===== src/sv/feg_pkg.sv =====
`default_nettype none

package feg_pkg;

	// defaults and fixed widths
	localparam int unsigned LEVEL_BITS_DEF = 16;
	localparam int unsigned TIME_BITS      = 18;
	localparam logic [TIME_BITS-1:0] TIME_MAX = '1;

	localparam logic [15:0] FADE_IN_RST = 16'd2000;
	localparam logic [15:0] HOLD_RST    = 16'd1000;

	// request codes
	localparam logic [1:0] REQ_TICK   = 2'd0;
	localparam logic [1:0] REQ_ACT    = 2'd1;
	localparam logic [1:0] REQ_DEACT  = 2'd2;

	// register indexes
	localparam logic REG_FADE_IN = 1'b0;
	localparam logic REG_HOLD    = 1'b1;

	typedef enum logic [1:0] {
		PH_IDLE,
		PH_FADEIN,
		PH_ANIMATE,
		PH_FADEOUT
	} phase_t;

	typedef enum logic [1:0] {
		ST_IDLE,
		ST_CALC,
		ST_EMIT
	} state_t;

	typedef struct packed {
		logic [1:0]  req_type;
		logic [15:0] elapsed_ms;
		logic [15:0] strength;
		logic        fade_flag;
		logic        animate_flag;
	} req_t;

	typedef struct packed {
		logic [15:0] level;
		logic        active;
	} rsp_t;

	typedef struct packed {
		logic        index;
		logic [15:0] value;
	} cfg_t;

endpackage

`default_nettype wire


===== src/sv/feg_muldiv.sv =====
`default_nettype none

// serial floor(a * b / d), a bit per cycle; needs a * b < d * 2^LB
module feg_muldiv #(
	parameter int unsigned LB = feg_pkg::LEVEL_BITS_DEF,
	parameter int unsigned TB = feg_pkg::TIME_BITS
) (
	input  wire logic          clk,
	input  wire logic          arst_n,
	input  wire logic          start,
	input  wire logic [LB-1:0] a,
	input  wire logic [TB-1:0] b,
	input  wire logic [TB-1:0] d,
	output logic               done,
	output logic      [LB-1:0] q
);
	localparam int unsigned PW = LB + TB;
	localparam int unsigned CW = $clog2(((TB > LB) ? TB : LB) + 1);

	logic          busy_q;
	logic          div_ph_q;
	logic [CW-1:0] cnt_q;
	logic          done_q;
	logic [PW-1:0] p_q;
	logic [LB-1:0] a_q;
	logic [TB-1:0] d_q;

	logic [LB:0]   mul_sum;
	logic [TB:0]   trial;
	logic [TB:0]   diff;
	logic          ge;

	// shift-add on the upper part, multiplier bits leave at the bottom
	assign mul_sum = {1'b0, p_q[PW-1:TB]} + (p_q[0] ? {1'b0, a_q} : '0);
	// restoring step: remainder in the upper part, quotient shifts in below
	assign trial   = {p_q[PW-1:LB], p_q[LB-1]};
	assign diff    = trial - {1'b0, d_q};
	assign ge      = trial >= {1'b0, d_q};

	always_ff @(posedge clk or negedge arst_n) begin
		if (!arst_n) begin
			busy_q   <= 1'b0;
			div_ph_q <= 1'b0;
			cnt_q    <= '0;
			done_q   <= 1'b0;
		end else begin
			done_q <= busy_q && div_ph_q && (cnt_q == '0);
			if (start) begin
				busy_q   <= 1'b1;
				div_ph_q <= 1'b0;
				cnt_q    <= CW'(TB - 1);
			end else if (busy_q) begin
				if (cnt_q == '0) begin
					if (div_ph_q) begin
						busy_q <= 1'b0;
					end else begin
						div_ph_q <= 1'b1;
						cnt_q    <= CW'(LB - 1);
					end
				end else begin
					cnt_q <= cnt_q - 1'b1;
				end
			end
		end
	end

	always_ff @(posedge clk) begin
		if (start) begin
			p_q <= {{LB{1'b0}}, b};
			a_q <= a;
			d_q <= d;
		end else if (busy_q) begin
			if (!div_ph_q) begin
				p_q <= {mul_sum, p_q[TB-1:1]};
			end else begin
				p_q <= {(ge ? diff[TB-1:0] : trial[TB-1:0]), p_q[LB-2:0], ge};
			end
		end
	end

	assign done = done_q;
	assign q    = p_q[LB-1:0];

endmodule

`default_nettype wire

===== config.mk =====
export PLATFORM = sky130hd
export DESIGN_NAME = feg_muldiv
export DESIGN_NICKNAME = d
export VERILOG_FILES = /design/src/sv/feg_pkg.sv /design/src/sv/feg_muldiv.sv
export SDC_FILE = /design/constraint.sdc
export NUM_CORES = 1
export LEC_CHECK = 0
export ABC_AREA = 1
export BUFFER_PORTS_ARGS = -buffer_cell sky130_fd_sc_hd__buf_2
export CAP_MARGIN = 5
export CORE_MARGIN = 3
export CORE_UTILIZATION = 55
export CTS_CLUSTER_DIAMETER = 150
export DETAILED_ROUTE_END_ITERATION = 7
export PLACE_DENSITY = 0.74
export SYNTH_ARGS = -nofsm -noshare
export SYNTH_HDL_FRONTEND = slang
export SYNTH_SLANG_ARGS = --single-unit

===== constraint.sdc =====
create_clock -name clk -period 5.7 [get_ports clk]
set_input_delay 0.57 -clock clk [delete_from_list [all_inputs] [get_ports clk]]
set_output_delay 0.57 -clock clk [all_outputs]
set_load 0.02 [all_outputs]

# ---- After elaboration in Yosys (flattened, before gate mapping)
# Index checks and enable logic that the tools add are counted.
dict set report totals {
  ff_bits 76
  latch_bits 0
  ram_bits 0
  rom_bits 0
  inputBits 55
  out_inout_bits 17
  elab_cells 36
  mem_count 0
}
dict set report classes {
  n_addsub 3
  n_mul 0
  div_mod_pow 0
  n_lt_le_gt_ge 1
  eq_ne 1
  shifts 0
  n_mux 16
  bitwise 0
  n_reduce_logical 7
}
# op n
set ops {}
lappend ops {{$mux W18} 3}
lappend ops {{$mux W34} 1}
lappend ops {{$mux W5} 4}
lappend ops {{$ge A19 B18 Y1} 1}
lappend ops {{$sub A18 B18 Y18} 1}
lappend ops {{$add A16 B16 Y17} 1}
lappend ops {{$mux W16} 1}
lappend ops {{$mux W1} 7}
lappend ops {{$logic_not A5 Y1} 1}
lappend ops {{$sub A5 B1 Y5 const B} 1}
lappend ops {{$reduce_and A2 Y1} 2}
lappend ops {{$reduce_bool A2 Y1} 2}
lappend ops {{$ne A3 B3 Y1 const B} 1}
lappend ops {{$logic_and A1 B1 Y1} 2}

# ---- Logic depth before layout (Yosys ltp)
dict set report depth {
  depth_word 5
  mapped_depth 18
  ltp_nobuf 17
}

# ---- Worst setup path after synthesis
# No wires, ideal clock.
dict set report synth_timing {
  path_kind {register to register}
  start {reg p_q[0]}
  end {reg p_q[33]}
  setup_time_ns 0.117
  arrival_time_ns 2.208
  required_time_ns 5.583
  setup_slack_ns 3.375
  stages_incl_launch_ff 19
  n_path_buf 2
  period_less_slack_ns 2.325
  cell_sequence {edfxtp_1 > clkbuf_1 > clkbuf_1 > nand2_1 > inv_1 > ha_1 > fa_1 > nand3_1 > nand2_1 > nand2_1 > nand2_1 > nand3_1 > nand2_1 > nand2_1 > nand2_1 > nand2_1 > nand2_1 > nor2_1 > nor2_1}
}
dict set report synth_between {
  elab_chain_cells 3
}
# item line_no
set synth_lines {}
lappend synth_lines {{from (decl)} feg_muldiv.sv:24} ;# logic [PW-1:0] p_q;
lappend synth_lines {{from (signal assigned)} feg_muldiv.sv:69} ;# p_q <= {{LB{1'b0}}, b};
lappend synth_lines {{from (signal assigned)} feg_muldiv.sv:74} ;# p_q <= {mul_sum, p_q[TB-1:1]};
lappend synth_lines {{from (signal assigned)} feg_muldiv.sv:76} ;# p_q <= {(ge ? diff[TB-1:0] : trial[TB-1:0]), p_q[LB-2:0], ge};
lappend synth_lines {{$mux W16} feg_muldiv.sv:34} ;# assign mul_sum = {1'b0, p_q[PW-1:TB]} + (p_q[0] ? {1'b0, a_q} : '0);
lappend synth_lines {{$add A16 B16 Y17} feg_muldiv.sv:34}
lappend synth_lines {{$mux W34} feg_muldiv.sv:73} ;# if (!div_ph_q) begin
# No other way between the ends.
# A chain may end at the register's enable or synchronous reset.

# ---- Final worst setup path
dict set report layout_timing {
  start {in start}
  end {reg cnt_q[0]}
}
dict set report layout_between {
  elab_chain_cells 2
  word_cells_on_any_way 4
  cone_classes {eq/ne: 1; mux: 1; reduce/logical: 2}
}
# item line_no
set layout_lines {}
lappend layout_lines {{from (decl)} feg_muldiv.sv:10} ;# input wire logic start,
lappend layout_lines {{$ne A3 B3 Y1 (no source line) or $reduce_bool A2 Y1 (tied branches)} -}
lappend layout_lines {{$reduce_and A2 Y1 (no source line)} -}
lappend layout_lines {{to (signal assigned)} feg_muldiv.sv:51} ;# cnt_q <= CW'(TB - 1);
lappend layout_lines {{to (signal assigned)} feg_muldiv.sv:58} ;# cnt_q <= CW'(LB - 1);
lappend layout_lines {{to (signal assigned)} feg_muldiv.sv:61} ;# cnt_q <= cnt_q - 1'b1;
lappend layout_lines {{to (decl)} feg_muldiv.sv:22} ;# logic [CW-1:0] cnt_q;
# Several ways; a longest one is shown, not always the timed one.

==> flow_summary_export.csv <==
group,metric,value,unit
global_routing,grt_pass1_vias,4365,
finish,area_growth,9.59,%
clock_network,clock_latency,0.36,ns
synthesis,syn_avg_cell_area,7.30,um^2
floorplan,core-area,0.00946,mm^2
route,routed_wl,12.5,mm
clock_network,cts_resized,0,
critical_path,endpoint_kind,"flip-flop",
finish,insertedDiodeCount,0,
global_routing,grt_antenna_before_repair,0,
global_routing,gr-usage-all-layers,22.8,%
status,status,"complete, no violations",
critical_path,cp-start-kind,"input port",
finish,drive_gt1_share,14.4,%
synthesis,ys_types,40,
finish,fin_nets,894,
sta,tns,0,ns
route,viasPerCell,5.23,
route,dr.first_iter.drc_count,319,
clock_network,cts.sinks,76,
place,place_congestion,0.914,
sta,fmax,272,MHz
place,hpwl,9.47,mm
clock_network,cts_tree,"yes",
critical_path,path_max_fanout,66,
sta,maxSlewHeadroom,24.9,%
sta,min_period,3.67,ns
place,portBuffers,71,
critical_path,max_stage_delay,0.90,ns
floorplan,dieHeight,106,um
clock_network,clockRootBuffer,"clkbuf_8",
sta,tightestPinTransition,1.12,ns
clock_network,clk_pin_slew_worst_paths,0.08,ns
clock_network,cts_buffers,9,
clock_network,cts_buffer_depth,2,
clock_network,cts_hold_buf,0,
worst_hold_path,min_path_type,"input port to async pin",
critical_path,crit_path_top_delay_cell,"nand2_1",
pwr,switching_share,37.7,%
synthesis,ys_ff_latch,76,
critical_path,ff2ff_path_depth,7,
run,max-cap-violations,0,
pwr,leakagePower,3.24,nW
sta,slew_viol_final,0,
sta,period_share,64.4,%
critical_path,cp_cell_sequence,"buf_2 -> buf_4 -> clkinv_1 -> nand2_1 -> o21ai_0 -> nor2_1 -> inv_1 -> nor3_1 -> a21oi_1",
clock_network,post_cts_buffers,0,
route,ant_nets,0,
pwr,powerDensity,298,mW/mm^2
route,drc,0,
critical_path,cp.required,5.93,ns
pwr,ir_drop,0.000175,V
sta,hold_viol,0,
global_routing,gr-total-overflow,0,
global_routing,grt_start_max_net_pins,67,
synthesis,syn_nets,846,
floorplan,fp-row-count,35,
pwr,p_comb_share,35.1,%
clock_network,htreeDepth,3,
global_routing,grt_pass1_wl,20.8,mm
place,place_ws,1.64,ns
floorplan,ios,72,
floorplan,fp.dieW,106,um
synthesis,yosysWarnings,0,
sta,setup_slack,2.03,ns
sta,finalSetupViolCount,0,
sta,fin_skew,0.0108,ns
pwr,pwr-share-seq,40.3,%
sta,rsz0062_at_grt,"false",
floorplan,fp.dieArea,0.0112,mm^2
route,drt_first_pass_iters,5,
synthesis,syn_inst,754,
route,wl_per_cell,13.4,um
critical_path,worstPathArrival,3.90,ns
critical_path,path_class,"input port to flip-flop",
sta,whs,0.0393,ns
synthesis,synth_area,0.00550,mm^2
floorplan,start_util,58.2,%
finish,utilization,63.8,%
route,num_vias,4895,
pwr,power_frac_clock,24.6,%
pwr,p_int,1.12,mW
pwr,p_switching,0.677,mW
synthesis,ys_seq_area_share,37.8,%
[power by group through the flow]
stage          Combinational, mW  Clock [mW]  Sequential [mW]
4_1_cts                    0.627       0.452            0.722
2_1_floorplan              0.504           0            0.705
3_5_place_dp               0.622           0            0.735
3_3_place_gp               0.611           0            0.733
6_report                   0.630       0.442            0.724
5_1_grt                    0.717       0.478            0.732
[state kept, by name, summed over array words and instances, names as in the netlist]
| signal | flops |
|---|---|
| a_q | 16 |
| busy_q | 1 |
| cnt_q | 5 |
| d_q | 18 |
| div_ph_q | 1 |
| done | 1 |
| p_q | 34 |
[metal layers]
layer  part of all wire, %  global-route usage, %  wire length, um  vias to the layer above
li1                      -                      -                -                     2534
met1                    48                   33.4             5990                     2187
met2                    44                   35.3             5570                      156
met3                   6.4                   3.70              802                       18
met4                   1.4                   5.74              178                        0
met5                     0                      0                0                        -
[layout make-up]
| type | count | area (um^2) |
|---|---|---|
| tap | 129 | 161 |
| timing repair buffer | 73 | 370 |
| fill | 860 | 3430 |
| inverter | 114 | 428 |
| multi-input combinational | 528 | 2780 |
| clock inverter | 5 | 58.8 |
| clock buffer | 11 | 153 |
| sequential | 76 | 2080 |
[critical path, delay by kind of cell]
| family | cells | cell delay, ns |
|---|---|---|
| buffers and inverters | 4 | 1.58 |
| AO/OA/AOI/OAI | 2 | 0.45 |
| AND/OR/NAND/NOR | 3 | 1.25 |
[final timing paths]
kind	slack [ns]	end	start
worst max-delay path	2.03	cnt_q[0]	start
max in group asynchronous	5.50	cnt_q[4]	arst_n
worst min-delay path	0.04	cnt_q[0]	arst_n
worst min register to register	0.51	cnt_q[4]	cnt_q[4]
min in group clk	0.39	d_q[14]	d[14]
worst max register to register	2.76	cnt_q[0]	busy_q
[synth_stat cells]
library cell,n,area (um^2)
inv_1,110,413
a21oi_2,2,17.5
o211ai_1,1,7.51
nand2_1,194,728
nand4_1,15,93.8
o21ai_0,33,165
nor3_1,3,15.0
inv_2,3,11.3
clkinv_1,1,3.75
nand3b_1,8,60.1
o21ai_2,2,17.5
a21o_1,1,7.51
nand2_4,1,11.3
ha_1,35,438
buf_6,1,11.3
buf_8,1,15.0
fa_1,2,40.0
dfrtp_1,8,200
o21bai_1,5,37.5
xor2_1,10,87.6
nor2_2,1,6.26
buf_4,16,120
clkbuf_1,15,56.3
nor3_2,1,10.0
nand2_8,1,20.0
nor2_8,1,20.0
nor2_1,79,297
buf_1,2,7.51
dfxtp_1,16,320
or2_2,1,6.26
o22ai_1,1,6.26
nand3_2,2,20.0
nand3_1,48,240
a21oi_1,65,325
and3_1,1,6.26
a21boi_0,1,7.51
edfxtp_1,52,1560
and2_1,1,6.26
buf_2,1,5.00
nand2_2,13,81.3
[cell usage in the layout (no fill, tap or decap), types with 8 or more instances in the layout]
master and instances:
nand2_1 194, inv_1 110, nor2_1 79, buf_2 71, a21oi_1 65, edfxtp_1 52, nand3_1 48, ha_1 35
o21ai_0 33, dfxtp_1 16, nand4_1 15, nand2_2 13, xor2_1 10, clkbuf_8 9, nand3b_1 8, dfrtp_1 8
[metrics by stage]
stage          instances  power (mW)  instance area [um^2]
6_report             936        1.80                  6030
4_1_cts              936        1.80                  6030
3_5_place_dp         920        1.36                  5820
2_1_floorplan        754        1.21                  5500
5_1_grt              936        1.93                  6030
3_3_place_gp         920        1.34                  5820
[cell families after synthesis]
family                   synth area share (%)
XOR/XNOR                                 1.59
AND/OR/NAND/NOR                          29.5
flip-flops                               37.8
AO/OA/AOI/OAI                            10.8
buffers and inverters                    11.7
adder cells (fa/ha/maj)                  8.68
No activity file was read; power rests on OpenSTA's default activity.
